`src/rtl/core/midi_note_off_scheduler_assert.svh`:
```
// Assertion macros shared by the note-off scheduler RTL.
`ifndef MIDI_NOTE_OFF_SCHEDULER_ASSERT_SVH
`define MIDI_NOTE_OFF_SCHEDULER_ASSERT_SVH

// Same-cycle implication, disabled while reset is asserted.
`define MNOS_ASSERT_NOW(label, clk, rst_n, ante, cons, msg) \
    label: assert property (@(posedge clk) disable iff (!rst_n) (ante) |-> (cons)) \
        else $error(msg);

// Next-cycle implication, disabled while reset is asserted.
`define MNOS_ASSERT_NEXT(label, clk, rst_n, ante, cons, msg) \
    label: assert property (@(posedge clk) disable iff (!rst_n) (ante) |=> (cons)) \
        else $error(msg);

`endif

```
`src/rtl/core/mnos_pkg.sv`:
```
// Types and constants of the MIDI note-off scheduler.
`default_nettype none
package mnos_pkg;

    localparam logic [1:0] CMD_TRIGGER = 2'd0;
    localparam logic [1:0] CMD_TICK    = 2'd1;
    localparam logic [1:0] CMD_CLEAR   = 2'd2;

    localparam logic [3:0] CODE_NOTE_OFF = 4'd8;
    localparam logic [3:0] CODE_NOTE_ON  = 4'd9;

    localparam logic [7:0] STATUS_NOTE_OFF = 8'h80;
    localparam logic [7:0] STATUS_NOTE_ON  = 8'h90;

    localparam int         MS_W      = 32;
    localparam int         SCALE_W   = 10;
    localparam int         PROD_W    = MS_W + SCALE_W;
    localparam logic [SCALE_W-1:0] US_PER_MS = SCALE_W'(1000);

    localparam int MAX_RESULTS = 16;
    localparam int CNT_W       = $clog2(MAX_RESULTS + 1);

    typedef struct packed {
        logic [7:0]  transport;
        logic [3:0]  channel;
        logic [6:0]  note;
        logic [63:0] due_us;
    } slot_t;

    typedef struct packed {
        logic [7:0] transport;
        logic [3:0] code;
        logic [7:0] status;
        logic [6:0] note;
        logic [6:0] velocity;
        logic       accepted;
    } msg_t;

endpackage
`default_nettype wire

```
`src/rtl/core/midi_note_off_scheduler.sv`:
```
// Top level of the MIDI note-off scheduler.
//
// Requests arrive on the cmd channel (cmd_valid, cmd_stall) and messages
// leave on the msg channel (msg_valid, msg_stall) through an output register.
// A trigger request emits one note-on after the duration multiply, the off
// time sum in the shared 64-bit adder and the free slot search, which visits
// one slot per cycle. A tick or clear request walks the slots in order: an
// idle slot is skipped in the read state and an active one goes on to the
// compare state, since the slot RAM read is registered and the shared adder
// then compares times. cmd_stall stays high until a request's last message is
// in the output register. Each note-off is held in a pending register so the
// final one can carry last. When the receiver stalls, the message stays in
// the output register and the walk waits. Reset empties the table at once
// through the per-slot active flags and drops any message in flight; no
// clearing pass is needed.
`default_nettype none
`include "midi_note_off_scheduler_assert.svh"
module midi_note_off_scheduler
    import mnos_pkg::*;
#(
    parameter int SLOTS = 16
) (
    input  wire logic        clk,
    input  wire logic        rst_n,
    input  wire logic        cmd_valid,
    output logic             cmd_stall,
    input  wire logic [1:0]  command,
    input  wire logic [7:0]  tx_mask,
    input  wire logic [3:0]  channel,
    input  wire logic [6:0]  note,
    input  wire logic [6:0]  velocity,
    input  wire logic [31:0] length_ms,
    input  wire logic [63:0] now_us,
    output logic             msg_valid,
    input  wire logic        msg_stall,
    output logic [7:0]       out_transport,
    output logic [3:0]       code_index,
    output logic [7:0]       status_byte,
    output logic [6:0]       out_note,
    output logic [6:0]       out_velocity,
    output logic             accepted,
    output logic             last
);

    localparam int IW = (SLOTS > 1) ? $clog2(SLOTS) : 1;

    localparam logic [2:0] S_IDLE  = 3'd0;
    localparam logic [2:0] S_MUL   = 3'd1;
    localparam logic [2:0] S_ADD   = 3'd2;
    localparam logic [2:0] S_FIND  = 3'd3;
    localparam logic [2:0] S_RD    = 3'd4;
    localparam logic [2:0] S_CMP   = 3'd5;
    localparam logic [2:0] S_FLUSH = 3'd6;

    logic [2:0]        state_reg, state_next;
    logic [IW-1:0]     idx_reg, idx_next;
    logic [CNT_W-1:0]  cnt_reg, cnt_next;
    logic [SLOTS-1:0]  active_reg, active_next;
    logic              pend_valid_reg, pend_valid_next;
    msg_t              pend_reg, pend_next;
    logic              out_valid_reg, out_valid_next;
    msg_t              out_reg, out_next;
    logic              out_last_reg, out_last_next;

    logic [1:0]        cmd_reg;
    logic [7:0]        trans_reg;
    logic [3:0]        chan_reg;
    logic [6:0]        note_reg;
    logic [6:0]        vel_reg;
    logic [MS_W-1:0]   dur_reg;
    logic [63:0]       now_reg;
    logic [PROD_W-1:0] prod_reg;
    logic [63:0]       off_reg;

    logic              ram_we;
    slot_t             ram_wdata;
    slot_t             ram_rdata;
    logic [$bits(slot_t)-1:0] ram_rbits;

    logic              cmd_take;
    logic              out_busy;
    logic              idx_last;
    logic              use_sub;
    logic [63:0]       alu_b;
    logic [64:0]       alu_sum;
    logic              match;
    logic [CNT_W-1:0]  cnt_inc;
    msg_t              note_on;
    msg_t              off_msg;

    assign cmd_stall = (state_reg != S_IDLE);
    assign cmd_take  = cmd_valid && !cmd_stall;
    assign out_busy  = out_valid_reg && msg_stall;
    assign idx_last  = (idx_reg == IW'(SLOTS - 1));
    assign cnt_inc   = cnt_reg + CNT_W'(1);

    // The shared unit adds for the off time and subtracts for the time compare.
    assign use_sub = (state_reg != S_ADD);
    assign alu_b   = use_sub ? ram_rdata.due_us : {{(64 - PROD_W){1'b0}}, prod_reg};
    assign alu_sum = {1'b0, now_reg} + {1'b0, alu_b ^ {64{use_sub}}} + 65'(use_sub);
    assign match   = (cmd_reg == CMD_CLEAR) || alu_sum[64];

    assign ram_rdata = slot_t'(ram_rbits);
    assign ram_wdata = '{transport: trans_reg, channel: chan_reg, note: note_reg,
                         due_us: off_reg};

    assign note_on = '{transport: trans_reg, code: CODE_NOTE_ON,
                       status: STATUS_NOTE_ON | {4'b0, chan_reg}, note: note_reg,
                       velocity: vel_reg, accepted: 1'b0};
    assign off_msg = '{transport: ram_rdata.transport, code: CODE_NOTE_OFF,
                       status: STATUS_NOTE_OFF | {4'b0, ram_rdata.channel},
                       note: ram_rdata.note, velocity: 7'd0, accepted: 1'b0};

    mnos_ram #(
        .WIDTH($bits(slot_t)),
        .DEPTH(SLOTS),
        .AW   (IW)
    ) u_slot_ram (
        .clk  (clk),
        .we   (ram_we),
        .waddr(idx_reg),
        .wdata(ram_wdata),
        .raddr(idx_reg),
        .rdata(ram_rbits)
    );

    always_comb
    begin
        state_next      = state_reg;
        idx_next        = idx_reg;
        cnt_next        = cnt_reg;
        active_next     = active_reg;
        pend_valid_next = pend_valid_reg;
        pend_next       = pend_reg;
        out_valid_next  = out_valid_reg && msg_stall;
        out_next        = out_reg;
        out_last_next   = out_last_reg;
        ram_we          = 1'b0;

        unique case (state_reg)
            S_IDLE:
            begin
                idx_next = '0;
                cnt_next = '0;
                if (cmd_take)
                begin
                    unique case (command)
                        CMD_TRIGGER: state_next = S_MUL;
                        CMD_TICK:    state_next = S_RD;
                        CMD_CLEAR:   state_next = S_RD;
                        default:     state_next = S_IDLE;
                    endcase
                end
            end
            S_MUL:
            begin
                state_next = S_ADD;
            end
            S_ADD:
            begin
                state_next = S_FIND;
            end
            S_FIND:
            begin
                if (!active_reg[idx_reg])
                begin
                    ram_we               = 1'b1;
                    active_next[idx_reg] = 1'b1;
                    pend_next            = note_on;
                    pend_next.accepted   = 1'b1;
                    pend_valid_next      = 1'b1;
                    state_next           = S_FLUSH;
                end
                else if (idx_last)
                begin
                    pend_next       = note_on;
                    pend_valid_next = 1'b1;
                    state_next      = S_FLUSH;
                end
                else
                begin
                    idx_next = idx_reg + IW'(1);
                end
            end
            S_RD:
            begin
                if (active_reg[idx_reg])
                begin
                    state_next = S_CMP;
                end
                else if (idx_last)
                begin
                    state_next = S_FLUSH;
                end
                else
                begin
                    idx_next = idx_reg + IW'(1);
                end
            end
            S_CMP:
            begin
                if (!match || !(pend_valid_reg && out_busy))
                begin
                    if (match)
                    begin
                        if (pend_valid_reg)
                        begin
                            out_valid_next = 1'b1;
                            out_next       = pend_reg;
                            out_last_next  = 1'b0;
                        end
                        pend_next            = off_msg;
                        pend_valid_next      = 1'b1;
                        active_next[idx_reg] = 1'b0;
                        cnt_next             = cnt_inc;
                    end
                    if (idx_last || (match && cnt_inc == CNT_W'(MAX_RESULTS)))
                    begin
                        state_next = S_FLUSH;
                    end
                    else
                    begin
                        idx_next   = idx_reg + IW'(1);
                        state_next = S_RD;
                    end
                end
            end
            S_FLUSH:
            begin
                if (!pend_valid_reg)
                begin
                    state_next = S_IDLE;
                end
                else if (!out_busy)
                begin
                    out_valid_next  = 1'b1;
                    out_next        = pend_reg;
                    out_last_next   = 1'b1;
                    pend_valid_next = 1'b0;
                    state_next      = S_IDLE;
                end
            end
            default:
            begin
                state_next = S_IDLE;
            end
        endcase
    end

    always_ff @(posedge clk or negedge rst_n)
    begin
        if (!rst_n)
        begin
            state_reg      <= S_IDLE;
            idx_reg        <= '0;
            cnt_reg        <= '0;
            active_reg     <= '0;
            pend_valid_reg <= 1'b0;
            out_valid_reg  <= 1'b0;
        end
        else
        begin
            state_reg      <= state_next;
            idx_reg        <= idx_next;
            cnt_reg        <= cnt_next;
            active_reg     <= active_next;
            pend_valid_reg <= pend_valid_next;
            out_valid_reg  <= out_valid_next;
        end
    end

    always_ff @(posedge clk)
    begin
        pend_reg     <= pend_next;
        out_reg      <= out_next;
        out_last_reg <= out_last_next;
        if (cmd_take)
        begin
            cmd_reg   <= command;
            trans_reg <= tx_mask;
            chan_reg  <= channel;
            note_reg  <= note;
            vel_reg   <= velocity;
            dur_reg   <= length_ms;
            now_reg   <= now_us;
        end
        if (state_reg == S_MUL)
        begin
            prod_reg <= PROD_W'(dur_reg * US_PER_MS);
        end
        if (state_reg == S_ADD)
        begin
            off_reg <= alu_sum[63:0];
        end
    end

    assign msg_valid     = out_valid_reg;
    assign out_transport = out_reg.transport;
    assign code_index    = out_reg.code;
    assign status_byte   = out_reg.status;
    assign out_note      = out_reg.note;
    assign out_velocity  = out_reg.velocity;
    assign accepted      = out_reg.accepted;
    assign last          = out_last_reg;

    `MNOS_ASSERT_NOW(a_idle_no_pending, clk, rst_n, state_reg == S_IDLE, !pend_valid_reg,
        "A held message remains while the block is idle.")
    `MNOS_ASSERT_NOW(a_cmp_slot_active, clk, rst_n, state_reg == S_CMP, active_reg[idx_reg],
        "The time compare runs on a free slot.")
    `MNOS_ASSERT_NOW(a_cnt_bounded, clk, rst_n, 1'b1, cnt_reg <= CNT_W'(MAX_RESULTS),
        "More note-offs than allowed for one request.")
    `MNOS_ASSERT_NOW(a_off_not_accepted, clk, rst_n,
        msg_valid && code_index == CODE_NOTE_OFF, !accepted,
        "A note-off message carries the accepted flag.")
    `MNOS_ASSERT_NEXT(a_trigger_starts, clk, rst_n,
        cmd_take && command == CMD_TRIGGER, state_reg == S_MUL,
        "A trigger request did not start the off-time multiply.")

endmodule
`default_nettype wire

```
`src/rtl/core/mnos_ram.sv`:
```
// Generic single-write, single-read RAM with registered read data.
`default_nettype none
module mnos_ram #(
    parameter int WIDTH = 8,
    parameter int DEPTH = 16,
    parameter int AW    = (DEPTH > 1) ? $clog2(DEPTH) : 1
) (
    input  wire logic             clk,
    input  wire logic             we,
    input  wire logic [AW-1:0]    waddr,
    input  wire logic [WIDTH-1:0] wdata,
    input  wire logic [AW-1:0]    raddr,
    output logic      [WIDTH-1:0] rdata
);

    logic [WIDTH-1:0] mem [DEPTH];

    always_ff @(posedge clk)
    begin
        if (we)
        begin
            mem[waddr] <= wdata;
        end
        rdata <= mem[raddr];
    end

endmodule
`default_nettype wire

```
`config.mk`:
```
export PLATFORM = sky130hd
export DESIGN_NAME = midi_note_off_scheduler
export DESIGN_NICKNAME = d
export VERILOG_FILES = /design/src/rtl/core/mnos_pkg.sv /design/src/rtl/core/midi_note_off_scheduler.sv /design/src/rtl/core/mnos_ram.sv
export VERILOG_INCLUDE_DIRS = /design/src /design/src/rtl/core
export SDC_FILE = /design/constraint.sdc
export NUM_CORES = 2
export LEC_CHECK = 0
export BUFFER_PORTS_ARGS = -buffer_cell sky130_fd_sc_hd__clkbuf_2
export CAP_MARGIN = 15
export CORE_MARGIN = 2
export CORE_UTILIZATION = 60
export CTS_CLUSTER_SIZE = 30
export DETAILED_ROUTE_END_ITERATION = 8
export PLACE_DENSITY = 0.73
export SLEW_MARGIN = 20
export SYNTH_ARGS = -nofsm -noshare
export SYNTH_HDL_FRONTEND = slang
export SYNTH_SLANG_ARGS = --single-unit
```
`constraint.sdc`:
```
create_clock -name clk -period 25.2 [get_ports clk]
set_input_delay 2.52 -clock clk [delete_from_list [all_inputs] [get_ports clk]]
set_output_delay 2.52 -clock clk [all_outputs]
set_load 0.01 [all_outputs]
```
==> impl_metrics.csv <==
group,metric,value,unit
run_status,status,"finished, final reports clean",
yosys,yosysTopAreaCellShare,0.6749,
yosys,synth.distinct_cells,92,
yosys,synthTopCellsByCount,"1612 x edfxtp_1, 420 x mux4_2, 196 x inv_1",
layout,nets,4393,
yosys,syn_avg_cell_area,19.16,µm²
floorplan,dieArea,122300,µm²
setup_path,timing.rr.start,"state_reg[2]$_DFFE_PN0P_",
floorplan,start_util,0.6066,
clocking,cts_buffer_depth,3,
layout,largest_register_ff_count,1328,
power,power_frac_comb,0.250,
layout,syn_to_final_growth,11.90,%
sta,worst_pin_slew,1136,ps
place,gp_congestion,0.8656,
global_route,grt_pass1_vias,36890,
drt,routed.top_layer,"met4",
power,ir_worst_vdd,0.0001013,V
power,swShare,0.2770,
drt,drc,0,
place,numPortBuffers,159,
drt,vias,35910,
global_route,grt_util_all_layers,0.2639,
clocking,path_clk_slew,60,ps
drt,wl_met2,78550,µm
yosys,syn-cell-area,71730,µm²
drt,drtPass1Iterations,5,
sta,final-hold-violation-count,0,
yosys,synth_most_common_cell,"edfxtp_1",
sta,final.min_clock_period,6656,ps
drt,drtAntennaViolNets,0,
setup_path,worstPathCellList,"nor2_2 > nand2_4 > inv_4 > nor2_1 > inv_1 > fa_1 > nand2b_1 > a21oi_1 > o21ai_0 > a21oi_1 > a311oi_2 > o21ai_4 > a211oi_2 > nor2_1 > nand2_1 > a21oi_4",
clocking,cts_setup_buffers,0,
global_route,grt-ovfl-total,0,
power,clock_power_share,0.328,
sta,fin_skew,53.65,ps
yosys,synth-edff-count,1612,
drt,viasPerCell,6.328,
sta,rsz0062_at_grt,"no",
clocking,clk_latency,810,ps
yosys,yosysTopAreaCell,"edfxtp_1",
setup_path,path_class,"flip-flop to flip-flop",
clocking,tritoncts,"done",
power,p_seq_frac,0.422,
global_route,grt_pass1_wl,234500,µm
setup_path,cp_max_fo,80,
layout,reg_top3,"u_slot_ram.mem (1328), u_slot_ram.rdata (83)",
setup_path,rr_endpoint,"out_transport[5]$_DFFE_PP_",
drt,drt_iter0_markers,4317,
power,switching_power,2.190,mW
power,p_per_area,98.47,nW/µm²
yosys,synth_cells,3744,
sta,tns,0,ps
floorplan,row_count,126,
sta,relSlewSlack,0.2429,
setup_path,cp_slowest_cell,"a21oi_4",
drt,finalWirelength,157800,µm
setup_path,crit_arrival,7070,ps
drt,drt-met1-wl,63780,µm
layout,multiInputGateArea,19690,µm²
layout,top_register,"u_slot_ram.mem",
clocking,cts_max_level,4,
floorplan,coreArea,118200,µm²
global_route,grt_max_degree,152,
drt,met3_length,11690,µm
yosys,synth-main-ff-cell,"edfxtp_1",
setup_path,rrSetupSlack,18540,ps
min_path,whs_path_depth,0,
setup_path,start_kind,"flip-flop",
sta,period_share,0.2641,
setup_path,r2r_cells,16,
layout,fillers,7540,
layout,drive_gt1_frac,0.2332,
job,maxCapViolations,0,
sta,fmax,0.1502,GHz
clocking,cts_buffers,170,
sta,setup_violations,0,
yosys,ys_seq_area_frac,0.7085,
place,dp_hpwl,86820,µm
clocking,holdBufCountCts,0,
yosys,ys_top_cells_by_area,"edfxtp_1 67%, mux4_2 13%, fa_1 3.3%",
min_path,hp-start,"pend_reg[6]$_SDFFCE_PP0P_",
global_route,antenna_found_initial,1,
min_path,min_path_type,"flip-flop to flip-flop",
clocking,cts-root-buf,"clkbuf_16",
floorplan,die-width,349.8,µm
yosys,yosys_warnings,0,
floorplan,die_h,349.8,µm
setup_path,cp-end-kind,"flip-flop",
layout,regArea,50830,µm²
min_path,min_to,"out_velocity[5]$_DFFE_PP_",
setup_path,critical_path_required,25610,ps
sta,slew_violations,0,
yosys,ys_ff_latch,1725,
clocking,cts.sinks,1725,
floorplan,pin_count,166,
clocking,post_cts_resize_count,0,
drt,avgRoutedWirePerCell,27.80,µm
power,power_leakage,27.58,nW
yosys,async_flop_share,0.01739,
setup_path,max_stage_delay,870,ps
power,power.internal,5.714,mW
sta,fin_hold_ws,418.5,ps
setup_path,worstSetupStartpoint,"state_reg[2]$_DFFE_PN0P_",
==> worst max-delay path by stage <==
stage / to / slack, ps / depth (start not counted)
finish: out_transport[5]$_DFFE_PP_ / 18540 / 16
global route: out_transport[7]$_DFFE_PP_ / 18090 / 16
CTS: last$_DFFE_PP_ / 18520 / 16
detailed placement: out_transport[5]$_DFFE_PP_ / 18610 / 16
global placement: out_transport[4]$_DFFE_PP_ / 18780 / 16
floorplan: u_slot_ram.mem[15][0]$_DFFE_PP_ / 14840 / 4
==> cell families after synthesis <==
group,count (synthesis),share of synthesized area
xor+xnor,87,0.01062
compound gates,423,0.03817
flops,1725,0.7085
fa+ha+maj,274,0.06025
simple gates,464,0.03110
mux,422,0.1322
buf+inv,347,0.01907
other cells,2,0.0001047
==> power by group through the flow <==
stage                     logic, mW  registers, mW  clock network (mW)
after floorplan                1.60           3.30                   0
after global placement         1.94           3.40                   0
after detailed placement       1.96           3.40                   0
after CTS                      1.98           3.34                2.63
after global routing           2.13           3.35                2.74
final                          1.97           3.34                2.59
==> cells in the final DEF (no fill, tap or decap), types with 57 or more instances in the layout <==
cell       netlist  layout
dfxtp_1         83      83
fa_1           119     119
edfxtp_1      1612    1612
buf_4            8      58
nand2_1        138     138
a21oi_1        149     148
o21ai_0         81      81
ha_1           155     155
a21o_1          65      65
nor2_1         141     129
clkbuf_16        0     170
mux4_2         420     420
inv_1          196     196
xnor2_1         57      57
clkbuf_2         1     159
==> per-layer routing <==
metal / up-vias / GRT usage
li1: 15320 / -
met1: 18750 / 0.3764
met2: 1580 / 0.4304
met3: 260 / 0.04034
met4: 0 / 0.07750
met5: - / 0
==> final cells by class <==
| type | instances | share of cell area |
|---|---|---|
| sequential | 1725 | 0.6333 |
| timing repair buffer | 220 | 0.01587 |
| clock inverter | 102 | 0.01540 |
| tap | 1536 | 0.02394 |
| antenna | 1 | 0.00003118 |
| inverter | 198 | 0.009291 |
| clock buffer | 217 | 0.05682 |
| multi-input combinational | 1676 | 0.2453 |
==> worst max-delay path, delay by kind of cell (launching register included) <==
kind	cells	cell delay, ps
DFF	1	600
adders and majority gates	1	410
AOI/OAI and AO/OA	7	2630
buffers and inverters	2	600
and+or+nand+nor	6	1910
==> metrics by stage <==
step | cells | setup slack, ps | instance area [µm²] | power (mW) | util
finish | 5675 | 18540 | 80260 | 7.904 | 0.6788
global route | 5675 | 18090 | 80260 | 8.217 | 0.6788
CTS | 5674 | 18520 | 80260 | 7.948 | 0.6788
detailed placement | 5355 | 18610 | 74460 | 5.357 | 0.6298
global placement | 5354 | 18780 | 74450 | 5.346 | 0.6297
floorplan | 3748 | 14840 | 71740 | 4.904 | -
Note: power is estimated with default switching activity, not from simulation.
